$ cat src/sv/kap_pkg.sv
// ----------------------------------------------------------------------------
// kap_pkg: shared types and constants for the KISS/AX.25 frame parser
// Byte codes, field kinds, register indexes and the result beat layout.
// ----------------------------------------------------------------------------
`default_nettype none

package kap_pkg;

  localparam int unsigned MAX_FRAME_DEF = 256;

  localparam int unsigned BYTE_W  = 8;
  localparam int unsigned KIND_W  = 3;
  localparam int unsigned INDEX_W = 9;

  // Configuration port
  localparam int unsigned CFG_IDX_W  = 2;
  localparam int unsigned CFG_DATA_W = 8;
  localparam logic [CFG_IDX_W-1:0] CFG_COMMENT_OFFSET  = 2'd0;
  localparam logic [CFG_IDX_W-1:0] CFG_MIN_INFO_LENGTH = 2'd1;
  localparam logic [CFG_DATA_W-1:0] COMMENT_OFFSET_RST  = 8'd10;
  localparam logic [CFG_DATA_W-1:0] MIN_INFO_LENGTH_RST = 8'd8;

  // Field kinds reported on the output
  localparam logic [KIND_W-1:0] KIND_DEST_CHAR = 3'd0;
  localparam logic [KIND_W-1:0] KIND_DEST_SSID = 3'd1;
  localparam logic [KIND_W-1:0] KIND_SRC_CHAR  = 3'd2;
  localparam logic [KIND_W-1:0] KIND_SRC_SSID  = 3'd3;
  localparam logic [KIND_W-1:0] KIND_CONTROL   = 3'd4;
  localparam logic [KIND_W-1:0] KIND_INFO      = 3'd5;
  localparam logic [KIND_W-1:0] KIND_FRAME_END = 3'd6;

  // Byte codes
  localparam logic [BYTE_W-1:0] FEND          = 8'hC0;
  localparam logic [BYTE_W-1:0] MICE_BACKTICK = 8'h60;
  localparam logic [BYTE_W-1:0] MICE_QUOTE    = 8'h27;
  localparam logic [BYTE_W-1:0] MICE_OLD_A    = 8'h1C;
  localparam logic [BYTE_W-1:0] MICE_OLD_B    = 8'h1D;
  localparam logic [BYTE_W-1:0] COMMENT_END   = 8'h5F;
  localparam logic [BYTE_W-1:0] PRINT_LO      = 8'd32;
  localparam logic [BYTE_W-1:0] PRINT_HI      = 8'd127;
  localparam logic [BYTE_W-1:0] SSID_MASK     = 8'h0F;

  // Header layout (byte positions inside the frame)
  localparam int unsigned POS_DEST_SSID = 6;
  localparam int unsigned POS_SRC_CHAR  = 7;
  localparam int unsigned POS_SRC_SSID  = 13;
  localparam int unsigned POS_CONTROL   = 14;
  localparam int unsigned POS_INFO      = 16;

  typedef struct packed {
    logic [KIND_W-1:0]  kind;
    logic [INDEX_W-1:0] index;
    logic [BYTE_W-1:0]  value;
    logic               in_comment;
    logic               mic_e;
    logic               comment_ok;
    logic               overflow;
  } kap_result_t;

endpackage

`default_nettype wire

$ cat src/sv/kiss_ax25_frame_parser.sv
// ----------------------------------------------------------------------------
// kiss_ax25_frame_parser: KISS/AX.25 byte stream decoder
// Classifies received bytes by frame position and reports a result per field byte and a summary at each frame end.
// ----------------------------------------------------------------------------
// Pipeline: input register, then decode into the result register.
// Throughput: one byte per cycle unless out_stall_i holds a full result slot; the
//   position counter and frame flags update in the decode cycle, so
//   back-to-back bytes never wait on each other.
// Reset: asynchronous, active low; leaves the parser outside a frame with
//   comment_offset = 10 and min_info_length = 8.
`default_nettype none

module kiss_ax25_frame_parser import kap_pkg::*; #(
  parameter int unsigned MaxFrame = MAX_FRAME_DEF
) (
  input  wire logic                  clk_i,
  input  wire logic                  rst_ni,
  input  wire logic                  cfg_we_i,
  input  wire logic [CFG_IDX_W-1:0]  cfg_idx_i,
  input  wire logic [CFG_DATA_W-1:0] cfg_wdata_i,
  input  wire logic                  in_valid_i,
  output logic                       in_stall_o,
  input  wire logic [BYTE_W-1:0]     rx_byte_i,
  output logic                       out_valid_o,
  input  wire logic                  out_stall_i,
  output logic [KIND_W-1:0]          kind_o,
  output logic [INDEX_W-1:0]         index_o,
  output logic [BYTE_W-1:0]          value_o,
  output logic                       in_comment_o,
  output logic                       mic_e_o,
  output logic                       comment_ok_o,
  output logic                       overflow_o
);

  logic [CFG_DATA_W-1:0] comment_offset_q;
  logic [CFG_DATA_W-1:0] min_info_length_q;

  logic              in_vld_q, in_vld_d;
  logic [BYTE_W-1:0] in_byte_q;
  logic              adv;
  logic              free;
  logic              emit;
  kap_result_t       dec_res;
  kap_result_t       out_res;

  always_ff @(posedge clk_i or negedge rst_ni) begin
    if (!rst_ni) begin
      comment_offset_q  <= COMMENT_OFFSET_RST;
      min_info_length_q <= MIN_INFO_LENGTH_RST;
    end else if (cfg_we_i) begin
      unique case (cfg_idx_i)
        CFG_COMMENT_OFFSET:  comment_offset_q  <= cfg_wdata_i;
        CFG_MIN_INFO_LENGTH: min_info_length_q <= cfg_wdata_i;
        default: ;
      endcase
    end
  end

  // decode the held beat whenever the result slot can take it
  assign adv        = in_vld_q && free;
  assign in_stall_o = in_vld_q && !free;

  always_comb begin
    in_vld_d = in_vld_q;
    if (!in_stall_o) begin
      in_vld_d = in_valid_i;
    end
  end

  always_ff @(posedge clk_i or negedge rst_ni) begin
    if (!rst_ni) begin
      in_vld_q <= 1'b0;
    end else begin
      in_vld_q <= in_vld_d;
    end
  end

  always_ff @(posedge clk_i) begin
    if (!in_stall_o) begin
      in_byte_q <= rx_byte_i;
    end
  end

  kap_decoder #(
    .MaxFrame (MaxFrame)
  ) u_decoder (
    .clk_i             (clk_i),
    .rst_ni            (rst_ni),
    .adv_i             (adv),
    .byte_i            (in_byte_q),
    .comment_offset_i  (comment_offset_q),
    .min_info_length_i (min_info_length_q),
    .emit_o            (emit),
    .result_o          (dec_res)
  );

  kap_out_reg u_out_reg (
    .clk_i       (clk_i),
    .rst_ni      (rst_ni),
    .load_i      (adv),
    .emit_i      (emit),
    .result_i    (dec_res),
    .out_stall_i (out_stall_i),
    .free_o      (free),
    .out_valid_o (out_valid_o),
    .result_o    (out_res)
  );

  assign kind_o       = out_res.kind;
  assign index_o      = out_res.index;
  assign value_o      = out_res.value;
  assign in_comment_o = out_res.in_comment;
  assign mic_e_o      = out_res.mic_e;
  assign comment_ok_o = out_res.comment_ok;
  assign overflow_o   = out_res.overflow;

  // frame-end flags appear only on a frame-end beat
  a_end_flags: assert property (@(posedge clk_i) disable iff (!rst_ni)
    (out_valid_o && (kind_o != KIND_FRAME_END)) |-> (!comment_ok_o && !overflow_o))
    else $error("frame-end flag on a non-frame-end beat");

  // a comment byte only comes from an info byte of a Mic-E frame
  a_comment_kind: assert property (@(posedge clk_i) disable iff (!rst_ni)
    (out_valid_o && in_comment_o) |-> (mic_e_o && (kind_o == KIND_INFO)))
    else $error("comment byte outside Mic-E info");

  // backpressure reaches the input only through a held byte and a full slot
  a_stall_cause: assert property (@(posedge clk_i) disable iff (!rst_ni)
    in_stall_o |-> (in_vld_q && out_valid_o && out_stall_i))
    else $error("input stalled without a blocked result");

  // a decoded byte that emits lands in the result slot next cycle
  a_emit_lands: assert property (@(posedge clk_i) disable iff (!rst_ni)
    (adv && emit) |=> out_valid_o)
    else $error("emitted result lost");

endmodule

`default_nettype wire

$ cat src/sv/kap_decoder.sv
// ----------------------------------------------------------------------------
// kap_decoder: frame state and byte classification
// Holds the per-frame state and turns one byte into at most one result beat.
// ----------------------------------------------------------------------------
`default_nettype none

module kap_decoder import kap_pkg::*; #(
  parameter int unsigned MaxFrame = MAX_FRAME_DEF
) (
  input  wire logic                  clk_i,
  input  wire logic                  rst_ni,
  input  wire logic                  adv_i,
  input  wire logic [BYTE_W-1:0]     byte_i,
  input  wire logic [CFG_DATA_W-1:0] comment_offset_i,
  input  wire logic [CFG_DATA_W-1:0] min_info_length_i,
  output logic                       emit_o,
  output kap_result_t                result_o
);

  localparam int unsigned PW = $clog2(MaxFrame + 1);
  localparam int unsigned XW = (PW > INDEX_W) ? PW : INDEX_W;

  logic          in_frame_q, in_frame_d;
  logic          skip_q, skip_d;
  logic [PW-1:0] pos_q, pos_d;
  logic          mic_e_q, mic_e_d;
  logic          open_q, open_d;
  logic          good_q, good_d;
  logic          dropped_q, dropped_d;

  logic [XW-1:0]     pos_x;
  logic [XW-1:0]     k_x;
  logic [XW-1:0]     info_len_x;
  logic [BYTE_W-1:0] sh;
  logic              marker;
  logic              mic_now;
  logic              printable;

  assign pos_x      = XW'(pos_q);
  assign k_x        = pos_x - XW'(POS_INFO);
  assign info_len_x = (pos_x > XW'(POS_INFO)) ? k_x : '0;
  assign sh         = byte_i >> 1;
  assign marker     = (byte_i == MICE_BACKTICK) || (byte_i == MICE_QUOTE) ||
                      (byte_i == MICE_OLD_A) || (byte_i == MICE_OLD_B);
  assign mic_now    = (k_x == '0) ? marker : mic_e_q;
  assign printable  = (byte_i >= PRINT_LO) && (byte_i <= PRINT_HI);

  always_comb begin
    in_frame_d = in_frame_q;
    skip_d     = skip_q;
    pos_d      = pos_q;
    mic_e_d    = mic_e_q;
    open_d     = open_q;
    good_d     = good_q;
    dropped_d  = dropped_q;
    emit_o     = 1'b0;
    result_o   = '0;
    result_o.mic_e = mic_e_q;

    if (byte_i == FEND) begin
      if (in_frame_q) begin
        emit_o              = 1'b1;
        result_o.kind       = KIND_FRAME_END;
        result_o.index      = pos_x[INDEX_W-1:0];
        result_o.comment_ok = mic_e_q && good_q &&
                              (info_len_x >= XW'(min_info_length_i));
        result_o.overflow   = dropped_q;
      end
      // a delimiter toggles framing; opening also arms the command-byte skip
      in_frame_d = !in_frame_q;
      skip_d     = !in_frame_q;
      pos_d      = '0;
      mic_e_d    = 1'b0;
      open_d     = 1'b1;
      good_d     = 1'b1;
      dropped_d  = 1'b0;
    end else if (in_frame_q) begin
      if (skip_q) begin
        skip_d = 1'b0;
      end else if (pos_q >= PW'(MaxFrame)) begin
        dropped_d = 1'b1;
      end else begin
        emit_o = 1'b1;
        pos_d  = pos_q + 1'b1;
        if (pos_x < XW'(POS_DEST_SSID)) begin
          result_o.kind  = KIND_DEST_CHAR;
          result_o.index = pos_x[INDEX_W-1:0];
          result_o.value = sh;
        end else if (pos_x == XW'(POS_DEST_SSID)) begin
          result_o.kind  = KIND_DEST_SSID;
          result_o.value = sh & SSID_MASK;
        end else if (pos_x < XW'(POS_SRC_SSID)) begin
          result_o.kind  = KIND_SRC_CHAR;
          result_o.index = INDEX_W'(pos_x - XW'(POS_SRC_CHAR));
          result_o.value = sh;
        end else if (pos_x == XW'(POS_SRC_SSID)) begin
          result_o.kind  = KIND_SRC_SSID;
          result_o.value = sh & SSID_MASK;
        end else if (pos_x < XW'(POS_INFO)) begin
          result_o.kind  = KIND_CONTROL;
          result_o.index = INDEX_W'(pos_x - XW'(POS_CONTROL));
          result_o.value = byte_i;
        end else begin
          result_o.kind  = KIND_INFO;
          result_o.index = k_x[INDEX_W-1:0];
          result_o.value = byte_i;
          result_o.mic_e = mic_now;
          mic_e_d        = mic_now;
          if (mic_now && open_q && (k_x >= XW'(comment_offset_i))) begin
            priority if (byte_i == COMMENT_END) begin
              open_d = 1'b0;
            end else if (printable) begin
              result_o.in_comment = 1'b1;
            end else begin
              // unprintable byte spoils the comment and closes it
              good_d = 1'b0;
              open_d = 1'b0;
            end
          end
        end
      end
    end
  end

  always_ff @(posedge clk_i or negedge rst_ni) begin
    if (!rst_ni) begin
      in_frame_q <= 1'b0;
      skip_q     <= 1'b0;
      pos_q      <= '0;
      mic_e_q    <= 1'b0;
      open_q     <= 1'b1;
      good_q     <= 1'b1;
      dropped_q  <= 1'b0;
    end else if (adv_i) begin
      in_frame_q <= in_frame_d;
      skip_q     <= skip_d;
      pos_q      <= pos_d;
      mic_e_q    <= mic_e_d;
      open_q     <= open_d;
      good_q     <= good_d;
      dropped_q  <= dropped_d;
    end
  end

endmodule

`default_nettype wire

$ cat src/sv/kap_out_reg.sv
// ----------------------------------------------------------------------------
// kap_out_reg: result register
// Holds one result beat until the downstream side takes it.
// ----------------------------------------------------------------------------
`default_nettype none

module kap_out_reg import kap_pkg::*; (
  input  wire logic        clk_i,
  input  wire logic        rst_ni,
  input  wire logic        load_i,
  input  wire logic        emit_i,
  input  wire kap_result_t result_i,
  input  wire logic        out_stall_i,
  output logic             free_o,
  output logic             out_valid_o,
  output kap_result_t      result_o
);

  logic        vld_q, vld_d;
  kap_result_t res_q;

  // the slot can take a new beat when empty or drained this cycle
  assign free_o = !vld_q || !out_stall_i;

  always_comb begin
    vld_d = vld_q;
    if (load_i) begin
      vld_d = emit_i;
    end else if (!out_stall_i) begin
      vld_d = 1'b0;
    end
  end

  always_ff @(posedge clk_i or negedge rst_ni) begin
    if (!rst_ni) begin
      vld_q <= 1'b0;
    end else begin
      vld_q <= vld_d;
    end
  end

  always_ff @(posedge clk_i) begin
    if (load_i && emit_i) begin
      res_q <= result_i;
    end
  end

  assign out_valid_o = vld_q;
  assign result_o    = res_q;

endmodule

`default_nettype wire
$ cat config.mk
export PLATFORM = sky130hd
export DESIGN_NAME = kiss_ax25_frame_parser
export DESIGN_NICKNAME = d
export VERILOG_FILES = /design/src/sv/kap_pkg.sv /design/src/sv/kiss_ax25_frame_parser.sv /design/src/sv/kap_decoder.sv /design/src/sv/kap_out_reg.sv
export SDC_FILE = /design/constraint.sdc
export NUM_CORES = 1
export LEC_CHECK = 0
export BUFFER_PORTS_ARGS = -buffer_cell sky130_fd_sc_hd__buf_2
export CAP_MARGIN = 20
export CELL_PAD_IN_SITES_DETAIL_PLACEMENT = 0
export CELL_PAD_IN_SITES_GLOBAL_PLACEMENT = 1
export CORE_MARGIN = 2
export CORE_UTILIZATION = 49
export CTS_CLUSTER_SIZE = 30
export DETAILED_ROUTE_END_ITERATION = 8
export PLACE_DENSITY_LB_ADDON = 0.25
export SLEW_MARGIN = 20
export SYNTH_ARGS = -nofsm -noshare
export SYNTH_HDL_FRONTEND = slang
export SYNTH_SLANG_ARGS = --single-unit
$ cat constraint.sdc
create_clock -name clk_i -period 7.6 [get_ports clk_i]
set_input_delay 1.52 -clock clk_i [delete_from_list [all_inputs] [get_ports clk_i]]
set_output_delay 1.52 -clock clk_i [all_outputs]
set_load 0.02 [all_outputs]
==> results.md <==
- Status: finished clean
- # port buffers: 48
- DRC Markers: 0
- Combinational share of power: 28.1%
- Setup TNS: 0 ns
- Worst vdd ir: 0.000138 V
- Util after Layout: 56.7%
- Cells after synthesis: 370
- Unique masters post-synth: 60
- DR WL/cell: 16.4 µm
- Layout net count: 471
- Skew-Pair Late Insertion Delay: 0.34 ns
- Power, Total: 1070 µW
- Share of layout cells above drive strength 1: 21.2%
- CP arrival: 2.24 ns
- Post-synth top area share: 25.4%
- Root Buffer Master: clkbuf_8
- WP data required: 6.08 ns
- Multi-input logic area: 1820 µm²
- Relative slew margins: 46.1%
- Initial antenna violation count: 0
- Final hold vios: 0
- Buf/Inv on CP: 3
- Final min period: 3.76 ns
- Hpwl dp: 6.35 mm
- Crit-path most repeated cell: buf_2
- Post-synth top area cell: edfxtp_1
- Sequential fraction of the synthesis area: 47.5%
- HP Start: comment_offset_q[1]
- Synth warnings: 0
- TritonCTS clock tree: done
- Main synth FF type: edfxtp_1
- Worst Skew: 0.0134 ns
- Final setup fails: 0
- Detailed Routing Iterations Pass 1: 4
- Worst slew pin tran: 0.809 ns
- Grt total ovfl: 0
- Commonest non-fill, non-tap cell in the layout: buf_2
- Asr flop ratio synth: 50.8%
- Hold-fix buffers, CTS: 0
- R2r worst-path depth: 12
- Starting Density: 49.7%
- RR Startpoint: u_decoder.pos_q[4]
- Flop pwr share: 42.7%
- Number of max-cap violations: 0
- Clk slew on worst S/H paths: 0.07 ns
- First-pass GRT wire length: 14.4 mm
- Period utilization: 49.5%
- DR vias/cell: 5.57
- Worst-path cell chain: buf_2, nand3_1, inv_1, buf_2
- CTS Buf Count: 9
- N_diodes: 0
- Rows: 32
- Net Sw Frac: 33.6%
- CP max-delay cell: nand3_1
- Syn Area/Cell: 10.2 µm²
- Tot GR Track Use: 21.9%
- Total Wirelength: 8.63 mm
- Clock network fraction of total power: 29.2%
- Pwr dens: 249 nW/µm²
- Leak: 0.00198 µW
- Initial DRC count: 203
- Synthesized flop and latch total: 65
- Hold worst-path end: comment_offset_q[1]
- Vias after detailed routing: 2933
- PostCTS Resize Cnt: 0
- Max Root-Sink Buffers: 2
- Reg2reg end: u_decoder.good_q
- CTS H-tree depth: 3
- Flop2flop setup slack: 4.14 ns
- Hold Path Cell Cnt: 2
- Via count of the first global-routing pass: 2876
- Largest net degree at the start of global routing: 34
- Max-slew violations: 0
- Die height: 91.8 µm
- Worst path max stage delay: 0.32 ns
- CP Class: input port to primary output
- Post-Synthesis Net Count: 421
- Crit path max-delay family: buffers and inverters
- Core ar.: 7610 µm²
- CP startpoint kind: input port
- Switching power: 360 µW
- Final hold slack: 0.510 ns
- Gp weighted congestion: 0.893
- Int Power: 712 µW
- Die W: 91.8 µm
- Final instance area: 4310 µm²
- Crit end category: primary output
- CP max FO: 10
- Ports: 49
- Post-DP Area: 4100 µm²
- Area contributors post-synth: edfxtp_1 25%, dfrtp_1 19%, ha_1 9.3%
- Die area: 8430 µm²
- RSZ-0062 raised after global routing: no
- Syn Std Cell Area: 3780 µm²
- Clk sinks: 65
- Fmax: 266 MHz
- Area Growth Syn to Fin: 14.1%
- Total setup buffers inserted after CTS: 0
- Hold Crit Class: flop to flop
- Storage cell area: 1790 µm²
- Most frequent cells in the layout: 48 x buf_2, 37 x nor2_1, 32 x nand2_1, 32 x edfxtp_1
- Fill cells: 708
- Number of flops mapped to enable cells by yosys: 32
- Final antenna-violating net count: 0
sequential cells by signal, summed over array words and instances, names as in the netlist:
name / flops
u_out_reg.out_valid_o: 1
u_decoder.pos_q: 9
in_byte_q: 8
u_decoder.in_frame_q: 1
u_out_reg.result_o: 24
in_vld_q: 1
min_info_length_q: 8
u_decoder.dropped_q: 1
comment_offset_q: 8
u_decoder.good_q: 1
u_decoder.mic_e_q: 1
u_decoder.open_q: 1
u_decoder.skip_q: 1
worst max path at each step:
stage,from,depth (start not counted),end
global route,out_stall_i,4,in_stall_o
floorplan,out_stall_i,2,in_stall_o
CTS,out_stall_i,4,in_stall_o
finish,out_stall_i,4,in_stall_o
detailed placement,out_stall_i,4,in_stall_o
global placement,out_stall_i,4,in_stall_o
cell usage after synthesis (all sizes together), types with 2 or more instances:
| cell type | count |
|---|---|
| dfstp | 5 |
| or3 | 2 |
| a41oi | 2 |
| mux2i | 5 |
| nand4 | 7 |
| inv | 27 |
| nor4 | 4 |
| nor2 | 37 |
| o21ai | 29 |
| nor2b | 3 |
| nand3 | 11 |
| edfxtp | 32 |
| o211ai | 2 |
| o21a | 2 |
| and3 | 6 |
| nor3b | 3 |
| nor3 | 6 |
| xnor2 | 7 |
| a31oi | 5 |
| a22o | 3 |
| a2bb2oi | 2 |
| and4b | 3 |
| clkbuf | 6 |
| ha | 28 |
| o22a | 3 |
| mux2 | 9 |
| xor2 | 3 |
| and2 | 5 |
| nor4b | 2 |
| dfrtp | 28 |
| a21o | 5 |
| nand2b | 7 |
| o31ai | 2 |
| a21oi | 15 |
| a211o | 3 |
| buf | 6 |
| nand2 | 32 |
power groups by stage:
stage | combinational, µW | clock (µW) | sequential [µW]
detailed placement | 298 | 0 | 465
global route | 345 | 334 | 464
CTS | 301 | 319 | 457
global placement | 293 | 0 | 465
floorplan | 224 | 0 | 445
finish | 301 | 314 | 457
per-stage QoR:
stage          instances  worst slack, ns
6_report             527             3.84
3_3_place_gp         511             3.85
4_1_cts              527             3.82
2_1_floorplan        370             4.06
5_1_grt              527             3.76
3_5_place_dp         511             3.82
worst register-to-register path, cell delays in order (launching register included):
cell	delay, ns
dfrtp_1	0.64
inv_1	0.26
ha_1	0.28
nor2b_1	0.15
nor2_1	0.23
inv_1	0.07
ha_1	0.29
and3_1	0.17
nand3_1	0.08
o211ai_1	0.26
nand2_1	0.12
or4_1	0.52
a211o_1	0.31
logic make-up after synthesis:
kind of cell    share of synthesized area [%]
flops                                    47.5
simple gates                             18.7
compound gates                           13.7
mux                                      4.01
fa+ha+maj                                9.27
buf+inv                                  4.57
xor+xnor                                 2.32
final cells by class:
cell class / count / area share [%]
multi-input combinational: 266 / 42.1
tap: 102 / 2.96
timing repair buffer: 51 / 6.09
clock inverter: 6 / 1.92
clock buffer: 10 / 2.96
sequential: 65 / 41.6
inverter: 27 / 2.35
per-layer routing:
layer | track usage [%] | share of wire (%) | up-vias
li1 | - | - | 1441
met1 | 32.5 | 50 | 1400
met2 | 32.8 | 44 | 83
met3 | 3.12 | 4.8 | 9
met4 | 7.59 | 1.3 | 0
met5 | 0 | 0 | -
No activity file was read; power rests on OpenSTA's default activity.
